## config.mk

```make
export PLATFORM = sky130hd
export DESIGN_NAME = rgb_to_yuv420_converter
export DESIGN_NICKNAME = d
export VERILOG_FILES = /design/src/rtl/r2y_pkg.sv /design/src/rtl/r2y_mult.sv /design/src/rtl/r2y_sum.sv /design/src/rtl/r2y_sat.sv /design/src/rtl/rgb_to_yuv420_converter.sv
export SDC_FILE = /design/constraint.sdc
export NUM_CORES = 1
export LEC_CHECK = 0
export BUFFER_PORTS_ARGS = -buffer_cell sky130_fd_sc_hd__buf_2
export CAP_MARGIN = 40
export CORE_ASPECT_RATIO = 0.5
export CORE_MARGIN = 1.5
export CORE_UTILIZATION = 55
export DETAILED_ROUTE_END_ITERATION = 7
export GPL_TIMING_DRIVEN = 1
export HOLD_SLACK_MARGIN = 0.12
export PLACE_DENSITY = 0.72
export SYNTH_ARGS = -nofsm -noshare
export SYNTH_HDL_FRONTEND = slang
export SYNTH_SLANG_ARGS = --single-unit
```

## constraint.sdc

```tcl
create_clock -name i_clk -period 6 [get_ports i_clk]
set_input_delay 1.2 -clock i_clk [delete_from_list [all_inputs] [get_ports i_clk]]
set_output_delay 1.2 -clock i_clk [all_outputs]
set_load 0.01 [all_outputs]
```

## src/rtl/r2y_pkg.sv

```systemverilog
// Shared types, Q0.16 coefficients and the saturation helper for the
// RGB to YUV 4:2:0 converter. No dependencies.
`default_nettype none

package r2y_pkg;

    localparam int unsigned PIX_W  = 8;
    localparam int unsigned POS_W  = 12;
    localparam int unsigned COEF_W = 16;
    localparam int unsigned PROD_W = PIX_W + COEF_W;   // 24
    localparam int unsigned LSUM_W = PROD_W + 1;       // luma sum, unsigned
    localparam int unsigned CSUM_W = PROD_W + 2;       // chroma sum, signed
    localparam int unsigned FRAC_W = 16;

    // BT.709 coefficients, real value * 65536
    localparam logic [COEF_W-1:0] Y_KR = 16'd13933;
    localparam logic [COEF_W-1:0] Y_KG = 16'd46871;
    localparam logic [COEF_W-1:0] Y_KB = 16'd4732;
    localparam logic [COEF_W-1:0] U_KR = 16'd6548;
    localparam logic [COEF_W-1:0] U_KG = 16'd22026;
    localparam logic [COEF_W-1:0] U_KB = 16'd28574;
    localparam logic [COEF_W-1:0] V_KR = 16'd40305;
    localparam logic [COEF_W-1:0] V_KG = 16'd36609;
    localparam logic [COEF_W-1:0] V_KB = 16'd3696;

    // 128 << 16
    localparam logic signed [CSUM_W-1:0] CHROMA_BIAS = 26'sd8388608;

    typedef struct packed {
        logic [PIX_W-1:0] red;
        logic [PIX_W-1:0] green;
        logic [PIX_W-1:0] blue;
        logic [POS_W-1:0] column;
        logic [POS_W-1:0] row;
    } t_pixel_in;

    typedef struct packed {
        logic [PIX_W-1:0] luma;
        logic [PIX_W-1:0] chroma_u;
        logic [PIX_W-1:0] chroma_v;
        logic             chroma_valid;
    } t_pixel_out;

    // Control travelling alongside each request
    typedef struct packed {
        logic valid;
        logic chroma;
    } t_ctrl;

    typedef struct packed {
        logic [PROD_W-1:0] y_r;
        logic [PROD_W-1:0] y_g;
        logic [PROD_W-1:0] y_b;
        logic [PROD_W-1:0] u_r;
        logic [PROD_W-1:0] u_g;
        logic [PROD_W-1:0] u_b;
        logic [PROD_W-1:0] v_r;
        logic [PROD_W-1:0] v_g;
        logic [PROD_W-1:0] v_b;
    } t_prod;

    typedef struct packed {
        logic        [LSUM_W-1:0] y;
        logic signed [CSUM_W-1:0] u;
        logic signed [CSUM_W-1:0] v;
    } t_sum;

    // Floor a Q16 sum to an integer and clamp to 0..255
    function automatic logic [PIX_W-1:0] sat_q16(input logic signed [CSUM_W-1:0] acc);
        logic [CSUM_W-FRAC_W-1:0] int_part;
        int_part = acc[CSUM_W-1:FRAC_W];
        if (acc[CSUM_W-1])
            return '0;
        else if (int_part[CSUM_W-FRAC_W-2:PIX_W] != '0)
            return '1;
        else
            return int_part[PIX_W-1:0];
    endfunction

endpackage

`default_nettype wire

```

## src/rtl/r2y_mult.sv

```systemverilog
// Stage 1: the nine coefficient products, registered.
// Depends on r2y_pkg.
`default_nettype none

module r2y_mult (
    input  wire logic              i_clk,
    input  wire logic              i_rst_n,
    input  wire r2y_pkg::t_ctrl    i_ctrl,
    input  wire r2y_pkg::t_pixel_in i_pixel,
    output r2y_pkg::t_ctrl         o_ctrl,
    output r2y_pkg::t_prod         o_prod
);
    import r2y_pkg::*;

    t_ctrl r_ctrl;
    t_prod r_prod;
    t_prod n_prod;

    always_comb begin
        n_prod.y_r = PROD_W'(Y_KR) * PROD_W'(i_pixel.red);
        n_prod.y_g = PROD_W'(Y_KG) * PROD_W'(i_pixel.green);
        n_prod.y_b = PROD_W'(Y_KB) * PROD_W'(i_pixel.blue);
        n_prod.u_r = PROD_W'(U_KR) * PROD_W'(i_pixel.red);
        n_prod.u_g = PROD_W'(U_KG) * PROD_W'(i_pixel.green);
        n_prod.u_b = PROD_W'(U_KB) * PROD_W'(i_pixel.blue);
        n_prod.v_r = PROD_W'(V_KR) * PROD_W'(i_pixel.red);
        n_prod.v_g = PROD_W'(V_KG) * PROD_W'(i_pixel.green);
        n_prod.v_b = PROD_W'(V_KB) * PROD_W'(i_pixel.blue);
    end

    always_ff @(posedge i_clk) begin
        if (!i_rst_n) begin
            r_ctrl <= '0;
        end else begin
            r_ctrl <= i_ctrl;
        end
    end

    always_ff @(posedge i_clk) begin
        r_prod <= n_prod;
    end

    assign o_ctrl = r_ctrl;
    assign o_prod = r_prod;

endmodule

`default_nettype wire

```

## src/rtl/r2y_sum.sv

```systemverilog
// Stage 2: per-channel sums of the products, chroma bias added, registered.
// Depends on r2y_pkg.
`default_nettype none

module r2y_sum (
    input  wire logic           i_clk,
    input  wire logic           i_rst_n,
    input  wire r2y_pkg::t_ctrl i_ctrl,
    input  wire r2y_pkg::t_prod i_prod,
    output r2y_pkg::t_ctrl      o_ctrl,
    output r2y_pkg::t_sum       o_sum
);
    import r2y_pkg::*;

    t_ctrl r_ctrl;
    t_sum  r_sum;
    t_sum  n_sum;

    always_comb begin
        n_sum.y = LSUM_W'(i_prod.y_r) + LSUM_W'(i_prod.y_g) + LSUM_W'(i_prod.y_b);
        n_sum.u = CHROMA_BIAS + $signed(CSUM_W'(i_prod.u_b))
                - $signed(CSUM_W'(i_prod.u_r)) - $signed(CSUM_W'(i_prod.u_g));
        n_sum.v = CHROMA_BIAS + $signed(CSUM_W'(i_prod.v_r))
                - $signed(CSUM_W'(i_prod.v_g)) - $signed(CSUM_W'(i_prod.v_b));
    end

    always_ff @(posedge i_clk) begin
        if (!i_rst_n) begin
            r_ctrl <= '0;
        end else begin
            r_ctrl <= i_ctrl;
        end
    end

    always_ff @(posedge i_clk) begin
        r_sum <= n_sum;
    end

    assign o_ctrl = r_ctrl;
    assign o_sum  = r_sum;

endmodule

`default_nettype wire

```

## src/rtl/r2y_sat.sv

```systemverilog
// Stage 3: floor and clamp each channel, blank chroma on odd positions,
// drive the output register. Depends on r2y_pkg.
`default_nettype none

module r2y_sat (
    input  wire logic           i_clk,
    input  wire logic           i_rst_n,
    input  wire r2y_pkg::t_ctrl i_ctrl,
    input  wire r2y_pkg::t_sum  i_sum,
    output logic                o_valid,
    output r2y_pkg::t_pixel_out o_result
);
    import r2y_pkg::*;

    logic       r_valid;
    t_pixel_out r_result;
    t_pixel_out n_result;

    always_comb begin
        n_result.luma         = sat_q16($signed(CSUM_W'(i_sum.y)));
        n_result.chroma_valid = i_ctrl.chroma;
        if (i_ctrl.chroma) begin
            n_result.chroma_u = sat_q16(i_sum.u);
            n_result.chroma_v = sat_q16(i_sum.v);
        end else begin
            n_result.chroma_u = '0;
            n_result.chroma_v = '0;
        end
    end

    always_ff @(posedge i_clk) begin
        if (!i_rst_n) begin
            r_valid <= 1'b0;
        end else begin
            r_valid <= i_ctrl.valid;
        end
    end

    always_ff @(posedge i_clk) begin
        r_result <= n_result;
    end

    assign o_valid  = r_valid;
    assign o_result = r_result;

endmodule

`default_nettype wire

```

## src/rtl/rgb_to_yuv420_converter.sv

```systemverilog
// RGB888 to BT.709 YUV 4:2:0 converter, top level. Uses r2y_pkg, r2y_mult,
// r2y_sum and r2y_sat.
// Each accepted request passes the product, sum and output registers in turn.
// Throughput: one request per clock, set by the three-stage multiply/add/clamp
// pipeline; busy is never raised since every stage advances each cycle.
// Reset (i_rst_n, synchronous, active low) clears only the stage control (valid, chroma) bits.
`default_nettype none

module rgb_to_yuv420_converter (
    input  wire logic               i_clk,
    input  wire logic               i_rst_n,
    input  wire logic               start,
    output logic                    busy,
    input  wire r2y_pkg::t_pixel_in i_pixel,
    output logic                    o_valid,
    output r2y_pkg::t_pixel_out     o_result
);
    import r2y_pkg::*;

    t_ctrl s0_ctrl;
    t_ctrl s1_ctrl;
    t_ctrl s2_ctrl;
    t_prod s1_prod;
    t_sum  s2_sum;

    // Receiver takes every strobe, so the pipe never backs up
    assign busy = 1'b0;

    // Chroma sampled at the top-left pixel of each 2x2 block: only the
    // parity bits of the position matter.
    always_comb begin
        s0_ctrl.valid  = start && !busy;
        s0_ctrl.chroma = !i_pixel.column[0] && !i_pixel.row[0];
    end

    // Stage 1: nine 16x8 products
    r2y_mult u_mult (
        .i_clk   (i_clk),
        .i_rst_n (i_rst_n),
        .i_ctrl  (s0_ctrl),
        .i_pixel (i_pixel),
        .o_ctrl  (s1_ctrl),
        .o_prod  (s1_prod)
    );

    // Stage 2: three-term sums with the +128 chroma bias in Q16
    r2y_sum u_sum (
        .i_clk   (i_clk),
        .i_rst_n (i_rst_n),
        .i_ctrl  (s1_ctrl),
        .i_prod  (s1_prod),
        .o_ctrl  (s2_ctrl),
        .o_sum   (s2_sum)
    );

    // Stage 3: floor by 16 bits, clamp to 0..255, output register
    r2y_sat u_sat (
        .i_clk    (i_clk),
        .i_rst_n  (i_rst_n),
        .i_ctrl   (s2_ctrl),
        .i_sum    (s2_sum),
        .o_valid  (o_valid),
        .o_result (o_result)
    );

endmodule

`default_nettype wire
```

# Yosys cells after proc, flatten, opt, wreduce, memory -nomap -nowiden
# Index checks and enable logic that the tools add are counted.
[totals]
input_bits = 51
word_cells = 46
out_inout_bits = 27
regBits = 299
[classes]
n_bitwise = 1
add_sub_neg = 8
reduce_logical = 5
mul = 9
n_mux = 2
[ops]
columns = ["operator", "count"]
rows = [
  ["$mul A16 B8 Y24 const A", 3],
  ["$mul A14 B8 Y22 const A", 3],
  ["$mul A11 B8 Y19 const A", 2],
  ["$sub A26 B21 Y26", 1],
  ["$sub A26 B22 Y26", 1],
  ["$sub A26 B24 Y26", 1],
  ["$sub A26 B25 Y26", 1],
  ["$add A22 B24 Y25", 1],
  ["$add A24 B23 Y25 const A", 1],
  ["$add A24 B24 Y25 const A", 1],
  ["$add A25 B21 Y25", 1],
  ["$mul A8 B8 Y16 const A", 1],
  ["$mux W8", 2],
  ["$reduce_or A2 Y1", 2],
  ["$logic_not A1 Y1", 2],
  ["$logic_and A1 B1 Y1", 1],
  ["$not A1 Y1", 1],
]

# Longest topological paths before layout
[depth]
ltp_word = 3
depth_mapped = 17
mapped_depth_nobuf = 17

# By module
# Synthesis repeated with hierarchy kept, for this count alone.
[hier_totals]
hier_cells = 2752
hier_area_um2 = 26581.7
[by_module_without_submodules]
columns = ["mod", "area_each_um2", "seq_area_each_um2", "instances", "cells_per_inst"]
rows = [
  ["r2y_mult", 18201.2, 3523.4, 1, 1870],
  ["r2y_sum", 7623.6, 1581.5, 1, 806],
  ["r2y_sat", 742.0, 520.5, 1, 73],
  ["rgb_to_yuv420_converter", 15.0, 0.0, 1, 3],
]

# Worst setup path after synthesis
# Ideal clock, no wire load.
[synth_timing]
path_kind = "input -> register"
start = "input i_pixel[29] (netlist name)"
end = "register u_mult.r_prod (netlist bit u_mult.o_prod[94])"
required_time_ns = 5.872
setup_ns = 0.128
path_slack_ns = 0.778
path_buffers = 0
path_stages = 14
arrival_ns = 5.094
cell_sequence = "fa_1 -> inv_1 -> fa_1 -> fa_1 -> fa_1 -> inv_1 -> ha_1 -> o2111ai_1 -> nand4_1 -> a41o_1 -> a41oi_1 -> o21ai_1 -> nor4_1 -> a211oi_1"
[synth_lines]
columns = ["item", "line_no", "rtl"]
rows = [
  ["from (decl)", "rgb_to_yuv420_converter.sv:14", "input wire r2y_pkg::t_pixel_in i_pixel,"],
  ["to (signal assigned)", "r2y_mult.sv:40", "r_prod <= n_prod;"],
  ["to (decl)", "r2y_mult.sv:16", "t_prod r_prod;"],
]

==> report_table.html <==
<table>
<tr><th>Metric</th><th>Value</th></tr>
<tr><th colspan="2">Run status</th></tr>
<tr><td>Status</td><td>complete, no violations</td></tr>
<tr><th colspan="2">Power and ir drop</th></tr>
<tr><td>Leakage power summed over all cells</td><td>0.0128 µW</td></tr>
<tr><td>Power after layout</td><td>14000 µW</td></tr>
<tr><td>Largest vdd supply drop</td><td>228 µV</td></tr>
<tr><td>PD cells</td><td>roughly 570 mW/mm²</td></tr>
<tr><th colspan="2">CTS</th></tr>
<tr><td>CTS tree</td><td>done</td></tr>
<tr><td>Number of buffers added by the clock tree synthesis step</td><td>23</td></tr>
<tr><td>H-tree level count</td><td>1</td></tr>
<tr><td>Hold buffer count at CTS</td><td>0</td></tr>
<tr><td>Root Driver</td><td>clkbuf_16</td></tr>
<tr><td>Post-CTS Setup Repair Bufs</td><td>0</td></tr>
<tr><td>Clock-pin transition on the worst setup and hold timing paths</td><td>0.06 ns</td></tr>
<tr><td>Clock latency reported for the late side of the worst-skew pair</td><td>0.54 ns</td></tr>
<tr><td>Count of cells resized by post-cts repair</td><td>0</td></tr>
<tr><td>Number of buffers between clock root and the deepest sink</td><td>3</td></tr>
<tr><td>TritonCTS sink count</td><td>233</td></tr>
<tr><th colspan="2">Place</th></tr>
<tr><td>Cell total after placement</td><td>approximately 3000</td></tr>
<tr><td>Placement-stage worst setup slack</td><td>0.340 ns</td></tr>
<tr><td>Post-DP HPWL</td><td>42600 µm</td></tr>
<tr><td>Final estimated routing congestion in global placement</td><td>roughly 0.93</td></tr>
<tr><td>Area after DPL</td><td>0.0235 mm²</td></tr>
<tr><td>IO buf count</td><td>54</td></tr>
<tr><th colspan="2">STA</th></tr>
<tr><td>Worst clock skew</td><td>between 0.02 and 0.025 ns</td></tr>
<tr><td>Tmin final</td><td>approximately 5.1 ns</td></tr>
<tr><td>Final critical-path share of the clock period</td><td>between 80% and 90%</td></tr>
<tr><td>Count of final setup violators</td><td>0</td></tr>
<tr><td>Maximum operating frequency</td><td>~190 MHz</td></tr>
<tr><td>Final setup TNS</td><td>0 ns</td></tr>
<tr><td>RSZ-0062 raised after global routing</td><td>false</td></tr>
<tr><td>Number of hold violations in the final report</td><td>0</td></tr>
<tr><td>Setup WS post-layout</td><td>between 0.8 and 0.9 ns</td></tr>
<tr><td>Max-slew violations</td><td>0</td></tr>
<tr><td>Least-Margin Pin Slew</td><td>between 0.7 and 0.8 ns</td></tr>
<tr><td>Tightest slew margin relative to the limit</td><td>47.6%</td></tr>
<tr><th colspan="2">Critical path</th></tr>
<tr><td>Largest stage delay, worst path</td><td>0.59 ns</td></tr>
<tr><td>Worst endpoint data arrival time</td><td>5.61 ns</td></tr>
<tr><td>Total buffers and inverters traversed by the critical path</td><td>4</td></tr>
<tr><td>Worst-path fanout max</td><td>9</td></tr>
<tr><td>Largest delay contributor family on the critical path</td><td>adder cells</td></tr>
<tr><td>Critical path required time</td><td>~6.5 ns</td></tr>
<tr><td>Kind of start point of the critical path</td><td>primary input</td></tr>
<tr><td>Critical path start-end classification</td><td>in2reg</td></tr>
<tr><td>Minimum setup slack among reg-to-reg paths</td><td>2.44 ns</td></tr>
<tr><td>Max stage delay cell, worst path</td><td>fa_1</td></tr>
<tr><td>Worst setup path startpoint</td><td>i_pixel[39]</td></tr>
<tr><td>Type of destination of the critical path</td><td>register</td></tr>
<tr><td>Cell repeated most along the worst path</td><td>fa_1</td></tr>
<tr><td>Reg-to-reg critical path startpoint</td><td>u_mult.o_prod[146]$_DFF_P_</td></tr>
<tr><td>Cell breakdown of the critical path</td><td>buf_2, fa_1, inv_1, fa_1, inv_1, fa_1, ha_1, ha_1, nand2_1, o21ai_1, a31oi_1, o211a_1, nor4_1, o221ai_1, xnor2_1, buf_4</td></tr>
<tr><th colspan="2">Synth</th></tr>
<tr><td>Count of cell types in the netlist</td><td>75</td></tr>
<tr><td>Synth Instances</td><td>2311</td></tr>
<tr><td>Flop and latch count out of synthesis</td><td>233</td></tr>
<tr><td>Most used DFF post-synth</td><td>dfxtp_1</td></tr>
<tr><td>Share of flip-flops with an asynchronous set or reset</td><td>0%</td></tr>
<tr><td>Mapped Avg Cell Area</td><td>9.72 µm²</td></tr>
<tr><td>Number of synthesized flops with an enable pin</td><td>0</td></tr>
<tr><td>Post-synth net total</td><td>3055</td></tr>
<tr><td>Synthesized cell area</td><td>~0.022 mm²</td></tr>
<tr><td>Portion of the post-synthesis area used by sequential elements</td><td>approximately a fifth</td></tr>
<tr><td>Total number of yosys warnings</td><td>0</td></tr>
<tr><th colspan="2">GRT</th></tr>
<tr><td>Antenna violations before repair</td><td>4</td></tr>
<tr><td>GR Util met2</td><td>a little under two fifths</td></tr>
<tr><td>Number of global-route vias before repair</td><td>about 16000</td></tr>
<tr><td>GR met3 Demand/Resource</td><td>6.10%</td></tr>
<tr><td>Remaining global-route overflow</td><td>0</td></tr>
<tr><td>M1 GR Usage</td><td>36.4%</td></tr>
<tr><td>Global Route Usage Sum</td><td>24.8%</td></tr>
<tr><td>Most congested layer reported by global routing</td><td>met2</td></tr>
<tr><td>Global-route wire length before repair</td><td>81700 µm</td></tr>
<tr><td>Pin count of the biggest net entering global routing</td><td>16</td></tr>
<tr><th colspan="2">Cells and area</th></tr>
<tr><td>Nets@finish</td><td>roughly 3100</td></tr>
<tr><td>Top library cells by usage in the layout, fill and taps aside</td><td>inv_1, ha_1, fa_1, dfxtp_1, nor2_1</td></tr>
<tr><td>Final Non-Filler Cells</td><td>2958</td></tr>
<tr><td>Layout cell share with drive strength beyond 1</td><td>6.08%</td></tr>
<tr><td>Synthesis-to-layout area growth</td><td>8.30%</td></tr>
<tr><td>Most common cell after layout, fill and taps aside</td><td>inv_1</td></tr>
<tr><td>Summed area of non-filler cells in the final layout</td><td>about 0.024 mm²</td></tr>
<tr><th colspan="2">Detailed routing</th></tr>
<tr><td>Vias after detailed routing</td><td>between 15000 and 20000</td></tr>
<tr><td>Routed wire per std cell</td><td>~17 µm</td></tr>
<tr><td>Routed via count divided by cell count</td><td>~5.3</td></tr>
<tr><td>Count of nets left with antenna violations after detail routing</td><td>0</td></tr>
<tr><td>Detailed-route wire length</td><td>49900 µm</td></tr>
<tr><td>Number of DRC markers after the initial detailed-route iteration</td><td>740</td></tr>
<tr><td>Length of the first detailed-routing pass in iterations</td><td>6</td></tr>
<tr><td>Number of remaining DRC errors</td><td>0</td></tr>
<tr><th colspan="2">Die</th></tr>
<tr><td>Core Area</td><td>0.0403 mm²</td></tr>
<tr><td>Total die area</td><td>0.0421 mm²</td></tr>
<tr><td>Horizontal die dimension</td><td>289 µm</td></tr>
<tr><td>Standard-cell rows</td><td>52</td></tr>
<tr><td>Die Y</td><td>146 µm</td></tr>
<tr><td>Count of pins on the block boundary</td><td>78</td></tr>
<tr><td>Effective utilization at floorplan</td><td>55.7%</td></tr>
<tr><th colspan="2">Hold path</th></tr>
<tr><td>Min-Delay Startpoint</td><td>u_sum.o_ctrl[0]$_SDFF_PN0_</td></tr>
<tr><td>Path type of the worst min-delay path</td><td>reg2reg</td></tr>
<tr><th colspan="2">Job</th></tr>
<tr><td>Max_cap viols</td><td>0</td></tr>
</table>
## registers in the layout (all words and copies together) (netlist names)
| register | flops |
|---|---|
| u_mult.o_ctrl | 2 |
| u_mult.o_prod | 174 |
| u_sat.o_result | 25 |
| u_sat.o_valid | 1 |
| u_sum.o_ctrl | 2 |
| u_sum.o_sum | 29 |
## worst paths after layout
kind                                     end  cells after the start
setup reg to reg     u_sum.o_sum[24]$_DFF_P_                     10
setup / recovery  u_mult.o_prod[189]$_DFF_P_                     16
hold / removal     u_sat.o_result[0]$_DFF_P_                      0
hold reg to reg    u_sat.o_result[0]$_DFF_P_                      0
## metrics by stage
step                      hold slack, ns  utilization (%)
final                              0.397             60.3
after global routing               0.420             60.3
after CTS                          0.411             60.3
after detailed placement           0.397             58.3
after global placement             0.391             58.3
after floorplan                    0.352                -
## kinds of logic (layout without fill, tap and decap cells)
| group | after synthesis | count (layout) | share of synthesized area (%) |
|---|---|---|---|
| other | 1 | 2 | 0.0167 |
| XOR/XNOR | 125 | 125 | 4.87 |
| buffers and inverters | 520 | 626 | 8.77 |
| AND/OR/NAND/NOR | 395 | 395 | 8.47 |
| adder cells (fa/ha/maj) | 693 | 693 | 46.8 |
| AO/OA/AOI/OAI | 342 | 342 | 10.2 |
| multiplexers | 2 | 2 | 0.0891 |
| flip-flops | 233 | 233 | 20.8 |
## power by group
group | switching (µW) | total [µW] | leakage, µW | internal [µW]
combinational | 5480 | 9710 | 0.0104 | 4230
clock | 634 | 1550 | 0.000398 | 918
sequential | 386 | 2720 | 0.00196 | 2330
total | 6500 | 14000 | 0.0128 | 7480
## cell usage after synthesis (12+ instances only)
cell	number	share of area, %
a211oi_1	12	0.40
a21o_1	35	1.2
a21oi_1	97	2.2
a31oi_1	16	0.45
and2_1	14	0.39
and3_1	13	0.36
dfxtp_1	233	21
fa_1	246	22
ha_1	447	25
inv_1	507	8.5
nand2_1	61	1.0
nand2b_1	14	0.39
nand3_1	27	0.60
nor2_1	147	2.5
nor2b_1	20	0.56
nor3_1	35	0.78
o21a_1	16	0.53
o21ai_0	42	0.94
o21ai_1	25	0.56
or2_2	21	0.58
xnor2_1	98	3.8
xor2_1	27	1.1
## final cells by class
cell class	instances	area (µm²)
Antenna cell	1	2.50
Clock buffer	29	628
Clock inverter	12	175
Fill cell	3418	16000
Inverter	507	1900
Multi-Input combinational cell	1558	15800
Sequential cell	233	4660
Tap cell	540	676
Timing Repair Buffer	78	450
## metal layers
metal / share of wire (%) / vias to the layer above
li1: - / 7755
met1: 48 / 7563
met2: 42 / 319
met3: 7.5 / 65
met4: 1.9 / 0
met5: 0 / -
Power figures use the tool's default switching activity.
